<file path="src/design/jtl_pkg.sv">
package jtl_pkg;

    // item classes, decided partly in the front and partly in the back
    typedef enum logic [1:0] {
        KIND_STEP,
        KIND_PRESET,
        KIND_SNAP,
        KIND_SKIP
    } jtl_kind_t;

    // register indexes on the config port
    localparam logic CFG_VELOCITY_LIMIT     = 1'b0;
    localparam logic CFG_ACCELERATION_LIMIT = 1'b1;

    localparam logic [29:0] VEL_LIMIT_RESET = 30'd33554432;
    localparam logic [30:0] ACC_LIMIT_RESET = 31'd50331648;
    // (acc + 500) / 1000 and vlim^2 for the reset limits
    localparam logic [21:0] STEP_RESET      = 22'd50332;
    localparam logic [59:0] VSQ_RESET       = 60'd1 << 50;

    localparam logic [31:0] HALF_TICKS      = 32'd500;
    // floor(x / 1000) == (x * DIV1000_MUL) >> DIV1000_SHIFT for any 32-bit x
    localparam logic [28:0] DIV1000_MUL     = 29'd274877907;
    localparam int          DIV1000_SHIFT   = 38;

    localparam int SQRT_STEPS  = 32;
    localparam int QUEUE_DEPTH = 4;
    localparam int QUEUE_AW    = $clog2(QUEUE_DEPTH);

    localparam logic signed [47:0] SAT_MAX = 48'sd2147483647;
    localparam logic signed [47:0] SAT_MIN = -48'sd2147483648;

    typedef struct packed {
        jtl_kind_t   kind;
        logic [2:0]  joint;
        logic [31:0] desired;
    } jtl_item_t;

    typedef struct packed {
        logic      valid;
        jtl_item_t item;
    } jtl_head_t;

    typedef struct packed {
        logic [29:0] vlim;
        logic [30:0] acc;
        logic [21:0] step;
        logic [59:0] vsq;
    } jtl_limits_t;

    typedef struct packed {
        jtl_kind_t   kind;
        logic [2:0]  joint;
        logic [31:0] desired;
        logic [31:0] pos;
        logic [31:0] vel;
        logic        errneg;
        logic        cmp;
    } jtl_ctx_t;

    function automatic logic [31:0] sat32(input logic signed [47:0] x);
        logic [31:0] r;
        if (x > SAT_MAX) begin
            r = 32'h7FFF_FFFF;
        end else if (x < SAT_MIN) begin
            r = 32'h8000_0000;
        end else begin
            r = x[31:0];
        end
        return r;
    endfunction

endpackage

</file>
<file path="src/design/jtl_front.sv">
module jtl_front import jtl_pkg::*; #(
    parameter int NUM_JOINTS = 8
) (
    input  logic        aclk,
    input  logic        aresetn,
    input  logic        s_tvalid,
    output logic        s_tready,
    input  logic [39:0] s_tdata,
    input  logic        s_tuser,
    output jtl_head_t   head,
    input  logic        pop
);

    jtl_item_t             queue_reg [QUEUE_DEPTH];
    logic [QUEUE_AW-1:0]   wr_ptr_reg;
    logic [QUEUE_AW-1:0]   rd_ptr_reg;
    logic [QUEUE_AW:0]     count_reg;
    logic                  push;
    jtl_item_t             item_in;

    assign s_tready = (count_reg != (QUEUE_AW+1)'(QUEUE_DEPTH));
    assign push     = s_tvalid && s_tready;

    // classify: joints past the configured count leave the state alone
    always_comb begin
        item_in.joint   = s_tdata[2:0];
        item_in.desired = s_tdata[34:3];
        if (32'(s_tdata[2:0]) >= NUM_JOINTS) begin
            item_in.kind = KIND_SKIP;
        end else if (s_tuser) begin
            item_in.kind = KIND_PRESET;
        end else begin
            item_in.kind = KIND_STEP;
        end
    end

    always_ff @(posedge aclk) begin
        if (push) begin
            queue_reg[wr_ptr_reg] <= item_in;
        end
    end

    always_ff @(posedge aclk) begin
        if (!aresetn) begin
            wr_ptr_reg <= '0;
            rd_ptr_reg <= '0;
            count_reg  <= '0;
        end else begin
            if (push) begin
                wr_ptr_reg <= wr_ptr_reg + 1'b1;
            end
            if (pop) begin
                rd_ptr_reg <= rd_ptr_reg + 1'b1;
            end
            case ({push, pop})
                2'b10:   count_reg <= count_reg + 1'b1;
                2'b01:   count_reg <= count_reg - 1'b1;
                default: count_reg <= count_reg;
            endcase
        end
    end

    assign head.valid = (count_reg != '0);
    assign head.item  = queue_reg[rd_ptr_reg];

`ifndef SYNTHESIS
    a_pop_nonempty: assert property (@(posedge aclk) disable iff (!aresetn)
        pop |-> count_reg != '0)
        else $error("queue popped while empty");
`endif

endmodule

</file>
<file path="config.mk">
export PLATFORM = sky130hd
export DESIGN_NAME = jtl_front
export DESIGN_NICKNAME = d
export VERILOG_FILES = /design/src/design/jtl_pkg.sv /design/src/design/jtl_front.sv
export SDC_FILE = /design/constraint.sdc
export NUM_CORES = 1
export LEC_CHECK = 0
export ABC_AREA = 1
export BUFFER_PORTS_ARGS = -buffer_cell sky130_fd_sc_hd__buf_2
export CAP_MARGIN = 30
export CORE_MARGIN = 5
export CORE_UTILIZATION = 42
export CTS_BUF_LIST = sky130_fd_sc_hd__clkbuf_8
export CTS_CLUSTER_SIZE = 12
export DETAILED_ROUTE_END_ITERATION = 8
export GPL_TIMING_DRIVEN = 0
export MAX_ROUTING_LAYER = met4
export PLACE_DENSITY = 0.67
export SLEW_MARGIN = 40
export SYNTH_ARGS = -nofsm -noshare
export SYNTH_HDL_FRONTEND = slang
export SYNTH_SLANG_ARGS = --single-unit
</file>
<file path="constraint.sdc">
create_clock -name aclk -period 3.5 [get_ports aclk]
set_input_delay 0.7 -clock aclk [delete_from_list [all_inputs] [get_ports aclk]]
set_output_delay 0.7 -clock aclk [all_outputs]
set_load 0.03 [all_outputs]
</file>
After elaboration in Yosys (flattened, before gate mapping). Memory sizes are Yosys's and may differ from the RTL's. A register that Yosys moved wholly into a read port is not among the register bits. Cells that the tools add are included.

Register bits: 7. Memory bits (writable): 144. Bits of input ports: 45. Output and inout port bits: 39. Logic and storage cells: 20. Memories: 1.

Memory list: queue_reg (depth 4, width 36, read ports 1, clocked after Yosys merged registers in 1, write ports 1, RTL line jtl_front.sv:14) `jtl_item_t queue_reg [QUEUE_DEPTH];`.

$add $sub $neg: 4. Eq/ne operators: 3. Muxes and demuxes: 6. Reductions and logical operators: 3.

Operator list (count): case mux 3 bit (2 select lines) (1); adder 2 x 1 -> 2 bit (second input constant) (2); 2-to-1 mux 2 bit (2); adder 3 x 1 -> 3 bit (second input constant) (1); 2-to-1 mux 1 bit (3); != test 3 bit (second input constant) (1); nonzero test 3 bit (1); subtractor 3 x 1 -> 3 bit (second input constant) (1); equality test 2 x 1 -> 1 bit (second input constant) (1); equality test 2 bit (second input constant) (1); nonzero test 2 bit (1); logical AND 1 bit (1).

Logic depth before layout (Yosys ltp). Gate-level depths: netlist of run 1.

Depth in word-level cells: 4. Depth in mapped cells: 10. Gate-level depth less buffers: 10.

Worst setup path before layout of run 1. Ideal clock, no wire load.

Kind: register to register. Start point: register count_reg[1]. End point: memory queue_reg[0][0] in the netlist's numbering, enable pin. Library setup time: 0.429 ns. Arrival: 2.456 ns. Required time: 3.071 ns. Path slack: 0.614 ns. Cell stages (with the launch flop): 5. Path buffers: 0. Period minus slack after synthesis: 2.886 ns. Path through: dfxtp_1 > nor2_1 > nand2_1 > nand2_1 > nor2_1.

Longest elaborated chain between the ends: 4.

RTL lines: from (decl) (RTL line jtl_front.sv:17) `logic [QUEUE_AW:0] count_reg;`; from (signal assigned) (RTL line jtl_front.sv:56) `2'b10: count_reg <= count_reg + 1'b1;`; from (signal assigned) (RTL line jtl_front.sv:57) `2'b01: count_reg <= count_reg - 1'b1;`; from (signal assigned) (RTL line jtl_front.sv:58) `default: count_reg <= count_reg;`; != test 3 bit (RTL line jtl_front.sv:21) `assign s_tready = (count_reg != (QUEUE_AW+1)'(QUEUE_DEPTH));`; named net s_tready (RTL line jtl_front.sv:7) `output logic s_tready,`; logical AND 1 bit (RTL line jtl_front.sv:22) `assign push = s_tvalid && s_tready;`; 2-to-1 mux 1 bit (RTL line jtl_front.sv:38) `if (push) begin`; 2-to-1 mux 1 bit (implied by the code) (RTL line jtl_front.sv:39) `queue_reg[wr_ptr_reg] <= item_in;`; to (decl) (RTL line jtl_front.sv:14).

The timed path passes the listed nets, and every way through them passes these cells.

==> results of run 1 <==
[cells by family (layout without fill, tap and decap cells)]
group / count (synthesis) / after routing / synth area share
flops: 153 / 153 / 0.771
compound gates: 116 / 116 / 0.107
buf+inv: 38 / 153 / 0.0418
fa+ha+maj: 6 / 6 / 0.0141
simple gates: 100 / 100 / 0.0651
other cells: 1 / 2 / 0.000642
[layer usage]
metal / vias up / track usage / share of wire
li1: 1737 / - / -
met1: 1759 / 0.199 / 0.41
met2: 100 / 0.275 / 0.53
met3: 8 / 0.0371 / 0.047
met4: 0 / 0.0630 / 0.012
met5: - / - / 0
[placed cells by master (no fill, tap or decap)]
cell        Yosys  final
inv_1          13     13
clkinv_1        0      1
a21oi_1         4      4
o22ai_1        36     36
buf_4           6      6
diode_2         0      1
ha_1            5      5
o21ai_0        18     18
nand4_1         1      1
o21ai_1        58     58
nand3_1         2      2
inv_6           1      3
buf_8           0      3
buf_2           9     86
buf_6           8      8
conb_1          1      1
nor2_1         87     83
nand2_1        10     10
fa_1            1      1
dfxtp_1         9      9
inv_4           1      1
clkinv_2        0      3
bufinv_16       0      5
clkbuf_8        0     17
nor2_4          0      4
buf_16          0      5
clkinvlp_4      0      2
edfxtp_1      144    144
[layout make-up]
class / instances / area [µm²]
clock buffer: 17 / 234
multi-input combinational: 223 / 1120
timing repair buffer: 85 / 568
inverter: 15 / 63.8
buffer: 23 / 180
tap: 180 / 225
clock inverter: 13 / 201
fill: 1197 / 6670
antenna: 1 / 2.50
sequential: 153 / 4500
[worst min-delay path by stage]
stage / from / to / slack [ps] / depth (start not counted)
floorplan: rd_ptr_reg[1] / flip-flop / 410 / 1
global placement: rd_ptr_reg[1] / flip-flop / 430 / 1
detailed placement: rd_ptr_reg[1] / flip-flop / 460 / 1
CTS: s_tdata[29] / queue_reg[1][26] / 450 / 1
global route: s_tdata[29] / queue_reg[0][26] / 440 / 1
finish: rd_ptr_reg[1] / flip-flop / 470 / 1
[metrics by stage]
stage,power [mW],util
2_1_floorplan,2.56,-
3_3_place_gp,2.76,0.468
3_5_place_dp,2.81,0.484
4_1_cts,4.27,0.515
5_1_grt,4.41,0.516
6_report,4.22,0.516
[power breakdown]
group | leakage (nW) | internal [mW] | switching [mW]
registers | 1.39 | 2.12 | 0.0302
clock network | 0.216 | 0.839 | 0.622
logic | 0.952 | 0.190 | 0.416
==> key figures, run 1 <==
Flow run
  • Max-cap viol count: 0

Worst setup path
  • Worst path slowest cell: dfxtp_1
  • R2R Path End: queue_reg[0][34]
  • CP arrival: approximately 1800 ps
  • Worst Path Required: roughly 2800 ps
  • R2r setup slk: approximately 1400 ps
  • Crit-path most repeated cell: buf_2
  • Reg-to-reg startpoint: count_reg[1]
  • Crit path cell chain: buf_6, inv_4, buf_2, o21ai_1, o22ai_1, buf_2
  • CP Launch Type: flip-flop
  • Critical-path maximum fanout: 10
  • CP endpoint kind: primary output
  • WP buf/inv: 4
  • Worst path depth: 6
  • Path depth of the worst reg2reg path: 6
  • Critical setup path kind: flip-flop to primary output
  • CP delay by family, top: buffers and inverters
  • Max incr delay on CP: a little over 300 ps
  • Worst Setup EP: head[21]

Yosys
  • Post-synth top cells: edfxtp_1 (144), nor2_1 (87), o21ai_1 (58), o22ai_1 (36), o21ai_0 (18)
  • Predominant post-synthesis flop cell: edfxtp_1
  • Distinct cells, synth: 19
  • Mapped Area: around 0.0058 mm²
  • Yosys reg bits: 153
  • Mapped Avg Cell Area: 14.1 µm²
  • Syn Inst Count: roughly 410
  • Async set-reset flop share out of synthesis: 0
  • Seq/Total Area, Yosys: 0.771
  • Top-count cell post-synth: edfxtp_1
  • Post-synth top area cell: edfxtp_1
  • Number of synthesized flops with an enable pin: 144
  • Number of synthesis warnings: 0
  • Largest cells by area after synthesis: edfxtp_1 (74%), nor2_1 (5.6%), o21ai_1 (5.0%)
  • Syn Nets: 465
  • Share of the synthesized area in the top cell type: 0.740

CTS
  • Setup bufs post-CTS: 0
  • Cts hold-fix bufs: 0
  • Worst-skew pair later-pin latency: 430 ps
  • Post_cts resized: 0
  • Clock transition at path regs: ~70 ps
  • Root Driver: clkbuf_8
  • CTS Buf Count: 17
  • TritonCTS clock tree: done
  • Sink Count: around 150
  • Clock tree buffer depth: 2
  • H-tree depth: 4

Final layout
  • Area Overhead vs Synth: 21.6%
  • Final instance area: around 0.0071 mm²
  • Fraction of layout cells with a size suffix above 1: 0.270
  • Layout Nets: ~570
  • Number of flip-flops in the largest register: between 100 and 150
  • Final std cells w/o fill: 710

STA
  • Final Max Slew Viols: 0
  • Hold WS: about 470 ps
  • Worst Tran Pin Value: around 560 ps
  • Fmax: just over 0.4 GHz
  • Worst relative slew slack: 0.624
  • Setup Viol. Count Final: 0
  • Unrepaired setup endpoints after global routing: false
  • Clk_skew: just under 7 ps
  • Final Critical Period: around 2500 ps
  • TNS Setup: 0 ps
  • PnR worst setup slack: between 1000 and 1500 ps
  • Final period util: 0.704
  • Final hold viol count: 0

Routing
  • DR vias: 3,604
  • DRT iter0 DRCs: roughly 240
  • DRC viols: 0
  • WL final: 12,500 µm
  • Routed vias/inst: approximately 5.1
  • Final ANT Viol Nets: 0
  • DR pass1 iterations: 5
  • Avg WL per Cell: roughly 18 µm

Place
  • Dpl ws: between 1000 and 1500 ps
  • Port bufs: 77
  • Dpl cell area: between 0.006 and 0.007 mm²
  • Dpl cells: 679
  • Placed wire-length estimate: between 8000 and 9000 µm
  • RePlAce Congestion: approximately 0.74

Power
  • Maximum VDD drop: 0.308 mV
  • Pwr/cell area: between 500 and 600 mW/mm²
  • Leakage: about 2.6 nW

GRT
  • Vias in the first global route: about 3,800
  • First-pass GRT wire length: roughly 20,000 µm
  • Global Route Usage Sum: 0.166
  • Pin count of the biggest net entering global routing: 18
  • Initial antenna violation count: 1
  • Global route overflow: 0

Die
  • Die X: approximately 130 µm
  • Core Area: between 0.01 and 0.015 mm²
  • Num rows: 43
  • Initial Utilization: 0.424
  • Die area: ~0.016 mm²
  • # IOs: 84
  • Die height: ~130 µm

Min path
  • Worst hold path class: flip-flop to flip-flop

Run status
  • Status: completed
Note: power is estimated with default switching activity, not from simulation.
==> run 2: changes to the inputs <==
clock period = 2.34 ns   (was 3.5 ns; I/O delays follow)
==> key figures, run 2 (same netlist as run 1, synthesis figures left out) <==
Min path
  • Hold Startpoint: s_tdata[34]
  • Hold Path Cell Cnt: 1
  • Worst hold path class: primary input to flip-flop

CTS
  • Sink Count: roughly 150
  • H-tree depth: 4
  • Cts hold-fix bufs: 0
  • Setup bufs post-CTS: 0
  • Worst-skew pair later-pin latency: 430 ps
  • Clock transition at path regs: ~80 ps
  • CTS Buf Count: 17
  • Root Driver: clkbuf_8
  • TritonCTS clock tree: done
  • Clock tree buffer depth: 2

Die
  • # IOs: 84
  • Die height: 128 µm
  • Core Area: roughly 0.014 mm²
  • Num rows: 43
  • Die area: 0.0164 mm²
  • Initial Utilization: 0.424
  • Die X: around 130 µm

Routing
  • Final ANT Viol Nets: 0
  • DRT iter0 DRCs: 253
  • Avg WL per Cell: about 18 µm
  • WL final: roughly 13,000 µm
  • DR pass1 iterations: 4
  • DRC viols: 0
  • Routed vias/inst: ~5.1
  • DR vias: between 3,000 and 4,000

STA
  • Final hold viol count: 0
  • Final Max Slew Viols: 0
  • Worst Tran Pin Value: around 570 ps
  • Worst relative slew slack: 0.619
  • Fmax: 0.447 GHz
  • Final period util: 0.956
  • Unrepaired setup endpoints after global routing: false
  • Final Critical Period: 2240 ps
  • Clk_skew: between 6 and 7 ps
  • Setup Viol. Count Final: 0
  • PnR worst setup slack: 104 ps

Final layout
  • Number of flip-flops in the largest register: about 140
  • Final instance area: between 0.007 and 0.008 mm²
  • Area Overhead vs Synth: 21.6%
  • Commonest cells after routing, fill and taps aside: edfxtp_1 (144), buf_2 (85), nor2_1 (83)
  • Most common cell after layout, fill and taps aside: edfxtp_1
  • Fraction of layout cells with a size suffix above 1: 0.270
  • Layout Nets: 569

Worst setup path
  • Worst path depth: 6
  • Critical setup path kind: flip-flop to primary output
  • WP buf/inv: 4
  • CP endpoint kind: primary output
  • Crit path cell chain: buf_6, inv_4, buf_2, o21ai_1, o22ai_1, buf_2
  • Worst Path Required: 1870 ps
  • Critical-path maximum fanout: 10
  • CP arrival: ~1800 ps
  • CP Launch Type: flip-flop
  • Reg-to-reg startpoint: count_reg[1]
  • Path depth of the worst reg2reg path: 6
  • CP delay by family, top: buffers and inverters
  • Crit-path most repeated cell: buf_2
  • Worst path slowest cell: dfxtp_1
  • Max incr delay on CP: a little over 300 ps

Power
  • Sw Pwr: approximately 1.6 mW
  • Leakage: around 2.6 nW
  • Clock power share: 0.346
  • P_int: between 4 and 5 mW
  • Pwr/cell area: around 900 mW/mm²
  • Maximum VDD drop: 0.460 mV
  • Combinational power share: 0.144
  • Sequential share of power: 0.510
  • Sw Ratio: 0.253

GRT
  • Global route overflow: 0
  • Met2 Use GR: 0.275
  • First-pass GRT wire length: about 20,000 µm
  • Met1 usage: 0.199
  • Pin count of the biggest net entering global routing: 18
  • Vias in the first global route: around 3,800
  • Initial antenna violation count: 1
  • Global Route Usage Sum: 0.166
  • GRT met3 Usage: 0.0371
  • Most Used Layer, Global Route: met2

Flow run
  • Max-cap viol count: 0

Place
  • Placed wire-length estimate: 8390 µm
  • Dpl cell area: ~0.0067 mm²
  • RePlAce Congestion: 0.741
  • Dpl ws: between 150 and 200 ps
  • Port bufs: between 70 and 80

Run status
  • Status: completed
==> run 2: through the flow <==
step	hold slack, ps	instances	util	total power [mW]	TNS [ps]
final	247	710	0.516	6.31	0
after global routing	210	710	0.516	6.60	0
after CTS	216	709	0.515	6.38	0
after detailed placement	463	679	0.484	4.20	0
after global placement	426	671	0.468	4.13	-229990
after floorplan	412	414	-	3.84	-78590
==> run 2: final timing paths <==
check	endpoint	slack, ps
worst max-delay path	head[21]	100
worst min-delay path	queue_reg[1][31]	250
worst max register to register	queue_reg[0][34]	210
worst min register to register	flip-flop	470
==> run 2: layout make-up <==
| type | count | area [µm²] |
|---|---|---|
| clock buffers | 17 | 234 |
| fillers | 1198 | 6670 |
| plain buffers | 23 | 183 |
| flip-flops and latches | 153 | 4500 |
| multi-input cells | 223 | 1120 |
| repair buffers | 85 | 568 |
| inverters | 15 | 63.8 |
| diodes | 1 | 2.50 |
| well taps | 180 | 225 |
| clock inverters | 13 | 201 |
==> run 2: power groups by stage <==
stage	combinational (mW)	sequential [mW]	clock (mW)
final	0.909	3.21	2.18
after global routing	0.994	3.23	2.38
after CTS	0.929	3.22	2.24
after detailed placement	0.926	3.28	0
after global placement	0.839	3.29	0
after floorplan	0.561	3.27	0
==> run 2: layer usage <==
layer,part of all wire,wire length [µm]
met2,0.52,6590
met1,0.40,5080
met3,0.059,742
met5,0,0
met4,0.012,146
==> run 2: what timing repair did <==
item                       CTS  global route
hold endpoints to repair     0             0
resized for setup            0             1
setup endpoints to repair    0             2
